--- config.mk ---
export PLATFORM = sky130hd
export DESIGN_NAME = pcms_ctrl
export DESIGN_NICKNAME = d
export VERILOG_FILES = /design/src/hw/rtl/pcms_pkg.sv /design/src/hw/rtl/pcms_ctrl.sv
export SDC_FILE = /design/constraint.sdc
export NUM_CORES = 1
export LEC_CHECK = 0
export BUFFER_PORTS_ARGS = -buffer_cell sky130_fd_sc_hd__buf_2
export CELL_PAD_IN_SITES_DETAIL_PLACEMENT = 1
export CELL_PAD_IN_SITES_GLOBAL_PLACEMENT = 2
export CORE_ASPECT_RATIO = 0.75
export CORE_MARGIN = 3
export CORE_UTILIZATION = 22
export CTS_CLUSTER_DIAMETER = 60
export DETAILED_ROUTE_END_ITERATION = 6
export HOLD_SLACK_MARGIN = 0.12
export PLACE_DENSITY = 0.9
export REMOVE_ABC_BUFFERS = 1
export SYNTH_ARGS = -nofsm -noshare
export SYNTH_HDL_FRONTEND = slang
export SYNTH_SLANG_ARGS = --single-unit
--- constraint.sdc ---
create_clock -name clock -period 2.7 [get_ports clock]
set_clock_uncertainty 0.2 [all_clocks]
set_input_delay 0.405 -clock clock [delete_from_list [all_inputs] [get_ports clock]]
set_output_delay 0.405 -clock clock [all_outputs]
set_load 0.01 [all_outputs]
--- src/hw/rtl/pcms_pkg.sv ---
// Package: shared constants, types and command/status structs for the pyramid sketch.
package pcms_pkg;

   localparam int unsigned DefWords         = 16384;
   localparam int unsigned DefLayers        = 15;
   localparam int unsigned DefWordIndexBits = 18;
   localparam int unsigned OffsetBits       = 4;
   localparam int unsigned KeyWidth         = 64;
   localparam int unsigned EstWidth         = 36;
   localparam int unsigned HashCntWidth     = 4;
   localparam logic [HashCntWidth-1:0] HashCntReset = 4'd4;
   localparam int unsigned MinWidth         = 40;
   localparam logic [MinWidth-1:0] MinStart = 40'd1 << 30;

   typedef enum logic [1:0] {
      FUNC_INSERT = 2'd0,
      FUNC_QUERY  = 2'd1,
      FUNC_DELETE = 2'd2,
      FUNC_NONE   = 2'd3
   } func_type;

   typedef enum logic [3:0] {
      ST_CLEAR,
      ST_IDLE,
      ST_SLICE,
      ST_BOT_RD,
      ST_BOT_WAIT,
      ST_BOT_WR,
      ST_UP_RD,
      ST_UP_WAIT,
      ST_UP_ACT,
      ST_PAR_RD,
      ST_PAR_WAIT,
      ST_PAR_ACT,
      ST_DONE
   } state_type;

   // Commands from the controller to the datapath.
   typedef struct packed {
      logic clear_step;
      logic load;
      logic slice_next;
      logic bot_rd;
      logic bot_wr;
      logic up_rd;
      logic up_act;
      logic par_rd;
      logic par_act;
      logic layer_next;
      logic fold_min;
      logic out_load;
   } cmd_type;

   // Status from the datapath to the controller.
   typedef struct packed {
      logic clear_done;
      logic is_query;
      logic is_none;
      logic slices_done;
      logic skip_slice;
      logic nib_full;
      logic nib_empty;
      logic layer_last;
      logic up_stop;
      logic q_stop;
      logic cnt_one;
   } status_type;

endpackage

--- src/hw/rtl/pcms_ctrl.sv ---
// Controller: state machine that sequences slices, layer walks and the clearing pass.
module pcms_ctrl
   import pcms_pkg::*;
(
   input  logic       clock,
   input  logic       reset,
   input  logic       req_valid,
   output logic       req_ready,
   output logic       rsp_valid,
   input  logic       rsp_ready,
   input  status_type stat,
   output cmd_type    cmd
);

   state_type state_ff, state_in;
   logic      rsp_valid_ff, rsp_valid_in;

   // Next state.
   always_comb begin
      state_in = state_ff;
      unique case (state_ff)
         ST_CLEAR:    if (stat.clear_done) state_in = ST_IDLE;
         ST_IDLE:     if (req_valid && (!rsp_valid_ff || rsp_ready)) state_in = ST_SLICE;
         ST_SLICE: begin
            if (stat.is_none || stat.slices_done) state_in = ST_DONE;
            else if (stat.skip_slice) state_in = ST_SLICE;
            else state_in = ST_BOT_RD;
         end
         ST_BOT_RD:   state_in = ST_BOT_WAIT;
         ST_BOT_WAIT: begin
            if (stat.is_query) state_in = ST_UP_RD;
            else state_in = ST_BOT_WR;
         end
         ST_BOT_WR: begin
            if ((stat.nib_full && !stat.is_query) || stat.nib_empty) state_in = ST_UP_RD;
            else state_in = ST_SLICE;
         end
         ST_UP_RD:    state_in = ST_UP_WAIT;
         ST_UP_WAIT: begin
            if (stat.is_query) state_in = ST_UP_ACT;
            else if (stat.cnt_one && !stat.layer_last) state_in = ST_PAR_RD;
            else state_in = ST_UP_ACT;
         end
         ST_UP_ACT: begin
            if (stat.is_query) begin
               if (stat.q_stop || stat.layer_last) state_in = ST_SLICE;
               else state_in = ST_UP_RD;
            end else if (stat.up_stop || stat.layer_last) begin
               state_in = ST_SLICE;
            end else begin
               state_in = ST_UP_RD;
            end
         end
         ST_PAR_RD:   state_in = ST_PAR_WAIT;
         ST_PAR_WAIT: state_in = ST_PAR_ACT;
         ST_PAR_ACT:  state_in = ST_SLICE;
         ST_DONE:     state_in = ST_IDLE;
         default:     state_in = ST_IDLE;
      endcase
   end

   // Outputs.
   always_comb begin
      cmd = '0;
      unique case (state_ff)
         ST_CLEAR:  cmd.clear_step = 1'b1;
         ST_IDLE:   cmd.load = req_valid && (!rsp_valid_ff || rsp_ready);
         ST_SLICE:  cmd.slice_next = !(stat.is_none || stat.slices_done) && stat.skip_slice;
         ST_BOT_RD: cmd.bot_rd = 1'b1;
         ST_BOT_WAIT: cmd.fold_min = 1'b0;
         ST_BOT_WR: begin
            cmd.bot_wr = 1'b1;
            cmd.slice_next = !((stat.nib_full && !stat.is_query) || stat.nib_empty);
         end
         ST_UP_RD:  cmd.up_rd = 1'b1;
         ST_UP_WAIT: cmd.bot_wr = 1'b0;
         ST_UP_ACT: begin
            cmd.up_act = 1'b1;
            if (stat.is_query) begin
               cmd.slice_next = stat.q_stop || stat.layer_last;
               cmd.fold_min   = stat.q_stop || stat.layer_last;
               cmd.layer_next = !(stat.q_stop || stat.layer_last);
            end else begin
               cmd.slice_next = stat.up_stop || stat.layer_last;
               cmd.layer_next = !(stat.up_stop || stat.layer_last);
            end
         end
         ST_PAR_RD:   cmd.par_rd = 1'b1;
         ST_PAR_WAIT: cmd.par_rd = 1'b0;
         ST_PAR_ACT: begin
            cmd.par_act    = 1'b1;
            cmd.slice_next = 1'b1;
         end
         ST_DONE:   cmd.out_load = 1'b1;
         default:   cmd = '0;
      endcase
   end

   // Hold the result until taken.
   always_comb begin
      rsp_valid_in = rsp_valid_ff;
      if (rsp_ready) rsp_valid_in = 1'b0;
      if (state_ff == ST_DONE) rsp_valid_in = 1'b1;
   end

   always_ff @(posedge clock) begin
      if (reset) begin
         state_ff     <= ST_CLEAR;
         rsp_valid_ff <= 1'b0;
      end else begin
         state_ff     <= state_in;
         rsp_valid_ff <= rsp_valid_in;
      end
   end

   assign req_ready = (state_ff == ST_IDLE) && (!rsp_valid_ff || rsp_ready);
   assign rsp_valid = rsp_valid_ff;

endmodule

# [Yosys cells after proc, flatten, opt, wreduce, memory -nomap -nowiden]
# Cells that the tools add are included.
[totals] reg_bits=5 input_bits=15 out_inout_bits=14
[op_classes] n_eq_ne=14 mux=29 reduce_logical=20
[ops] op="case mux 4 bit (12 select lines)" count=1
[ops] op="equality test 4 bit, second input constant" count=5
[ops] op="2-to-1 mux 1 bit" count=19
[ops] op="equality test 4 x 3 -> 1 bit, second input constant" count=4
[ops] op="2-to-1 mux 4 bit" count=4
[ops] op="2-to-1 mux 3 bit" count=3
[ops] op="equality test 4 x 2 -> 1 bit, second input constant" count=2
[ops] op="zero test 1 bit" count=7
[ops] op="logical AND 1 bit" count=5
[ops] op="logical OR 1 bit" count=5
[ops] op="equality test 4 x 1 -> 1 bit, second input constant" count=1
[ops] op="zero test 4 bit" count=1
[ops] op="inequality test 2 bit, second input constant" count=2
[ops] op="case mux 1 bit (4 select lines)" count=1
[ops] op="2-to-1 mux 2 bit" count=1
[ops] op="AND reduction 2 bit" count=1
[ops] op="nonzero test 2 bit" count=1

# [Logic depth before layout (Yosys ltp)]
[depth] word_depth=5 ltp_mapped=5

# [Worst setup path before layout]
# Ideal clock, no wire load.
[synth_timing] path_kind="reg-to-output" start="register state_ff[1]" end="output port cmd[1] (netlist bit)" arrival_time_ns=1.216 required_time_ns=2.095 path_slack_ns=0.879 stages_incl_launch_ff=6 n_path_buf=1 path_cell_list="dfxtp_1 > or2_1 > buf_6 > nor3b_4 > inv_1 > nor2_1"
[synth_lines] item="start: declaration" line_no="pcms_ctrl.sv:15" rtl="state_type state_ff, state_in;"
[synth_lines] item="start signal: assignment" line_no="pcms_ctrl.sv:111" rtl="state_ff <= state_in;"
[synth_lines] item="end: declaration" line_no="pcms_ctrl.sv:12" rtl="output cmd_type cmd"

==> run metrics <==
antenna cells=0; DRT Pass-1 Iters=2; crit path DAT=1.75 ns; Seq pwr share=37.3%; Post-Place Cells=119; crit end category=output pin; first-pass GRT wire length=2380 um; crit-path max cell delay=0.70 ns; port bufs=28; Slew Limit Fails=0; Die X-Extent=60.80 um; class of the worst hold path=in2reg; vias=580; fin crit share=87.05%; Net count, final=115; TNS Setup=0 ns; clock power share=34.0%; Leakage=0.3122 nW; Num CTS Buffers=3; GPL Wtd Cong=0.7543; Fmax=425.5 MHz; post-route insts no fill=123; net switching power figure=0.00008167 W; Worst slew margin=59.52%; Design Power=0.0002498 W; Die Y=47.10 um; Startpoint Class=flip-flop; Int Power=0.0001681 W; Max clock buf depth=2; final worst slack=0.3496 ns; PD cells=378.1 nW/um^2; fin crit period=2.350 ns; post-CTS setup buffers=0; CP max FO=17; clk_lat worst skew=0.24 ns; Synth Instances=72; Synth Register Bits=5; Synth Area in Simple Gates=42.68%; Cell Area, Synth=495.5 um^2; outcome=finished clean; RSZ-0062 raised after global routing=no; Data required, critical path=2.10 ns; core area=2067 um^2; fraction of layout cells with a size suffix above 1=34.34%; hold_buf cts=0; slowest CP cell=dfxtp_1; Starting Density=23.97%; Avg WL per Cell=12.76 um; maximum number of pins on one net before global-route repair=18; ANT nets after route=0; TritonCTS clock tree=built; post-synth top area share=20.20%; Total Die Area=2864 um^2; # resized after CTS=0; Switching Share=32.69%; Max-Cap Viols=0; most frequent cells in the layout=buf_2, nor2_1, nor3_1, a21oi_1, inv_1; Compound-Gate Fraction of Synth Area=24.24%; most common cell after layout, fill and taps aside=buf_2; area delta synth->final=33.33%; post-synthesis sequential area ratio=20.20%; Via density=4.715; Sink Count=5; Core Rows=14; # setup viols final=0; cells along the critical path=nand2b_1 -> nor3_1 -> a221o_1 -> buf_2; final hold viol count=0; number of global-route vias before repair=538; Total GRT Usage=11.56%; Synth Area in Adders=0%; dominant cell type by area after synthesis=dfxtp_1; GRT overflow=0; Yosys cell types=33; Crit Path Class=reg2out; I/O pins=29; Total Wirelength=1570 um; Ys Warns=0; largest family of logic cells by synthesized area=simple AND/OR/NAND/NOR gates; mux cell area share after synthesis=2.020%; worst IR drop on VDD=0.0001601 V; Logic pwr share=28.7%; XOR/XNOR share of the synthesized area=0%; DRC violations left=0; Synth area leaders=dfxtp_1, nor2_1, a21oi_1, nor3_1, nand2b_1; CTS root buf=clkbuf_4; Avg Inst Size Synth=6.882 um^2; clk slew on worst S/H paths=0.04 ns; Worst-Margin Slew=0.6064 ns; dpl ws=0.6095 ns; initial antenna violation count=0; HPWL after detailed placement=1244 um; CTS H-Tree Depth=1; DR iter-0 viols=9
-- final cells by class --
class                           count  area, um^2
Multi-Input combinational cell     56       341.6
Inverter                            6       22.52
Sequential cell                     5       100.1
Clock buffer                        4       26.28
Fill cell                         286        1406
Tap cell                           24       30.03
Timing Repair Buffer               28       140.1
-- synth_stat cells, drive strengths merged --
library cell	number
a211o	1
a211oi	1
a21oi	7
a221o	1
a311oi	1
a31oi	1
and2	1
and3	1
and4b	1
buf	4
clkbuf	1
dfxtp	5
inv	6
mux2i	1
nand2	4
nand2b	5
nand3	1
nor2	10
nor2b	1
nor3	7
nor3b	2
nor4	1
nor4b	1
o21ai	3
o22ai	1
o31a	1
o31ai	1
or2	1
or3	1
-- stage by stage --
stage,area [um^2],hold WS [ns],utilization [%]
3_5_place_dp,634.4,0.3530,30.69
5_1_grt,660.6,0.2023,31.96
6_report,660.6,0.2064,31.96
4_1_cts,660.6,0.1987,31.96
3_3_place_gp,634.4,0.3353,30.69
2_1_floorplan,464.2,0.2729,-
-- logic make-up (layout without fill, tap and decap cells) --
| kind of cell | after synthesis | in the layout |
|---|---|---|
| compound gates | 18 | 18 |
| simple gates | 37 | 37 |
| buf+inv | 11 | 38 |
| mux | 1 | 1 |
| flops | 5 | 5 |
-- path summary, 6_finish.rpt --
path | cells past startpoint | from | to | slack, ns
worst max-delay path | 4 | state_ff[0]$_SDFFE_PP0P_ | cmd[9] | 0.35
worst min register to register | 2 | rsp_valid$_SDFFE_PP0P_ | rsp_valid$_SDFFE_PP0P_ | 0.35
worst max register to register | 4 | state_ff[0]$_SDFFE_PP0P_ | state_ff[2]$_SDFFE_PP0P_ | 0.93
worst min-delay path | 2 | reset | state_ff[0]$_SDFFE_PP0P_ | 0.21
-- registers in the layout, summed over array words and instances, names as in the netlist --
register,flops
state_ff,4
rsp_valid,1
-- per-layer routing --
metal / vias up / global-route usage [%] / routed length (um)
li1: 309 / - / -
met1: 257 / 14.54 / 806
met2: 14 / 19.19 / 706
met3: 0 / 4.121 / 57
met4: 0 / 2.597 / 0
met5: - / 0 / 0
-- power groups by stage --
stage	sequential, W	clock (W)	combinational, W
finish	0.0000932	0.0000850	0.0000716
floorplan	0.0000901	0	0.0000429
global route	0.0000947	0.0000945	0.0000798
global placement	0.0000936	0	0.0000710
CTS	0.0000928	0.0000892	0.0000724
detailed placement	0.0000941	0	0.0000720
-- worst max-delay path, delay by kind of cell, from the launching register on --
family                 cells  cell delay [ns]
buffers and inverters      1             0.12
AND/OR/NAND/NOR            2             0.49
AO/OA/AOI/OAI              1             0.19
flip-flops                 1             0.70
(Power assumes the default switching activity.)
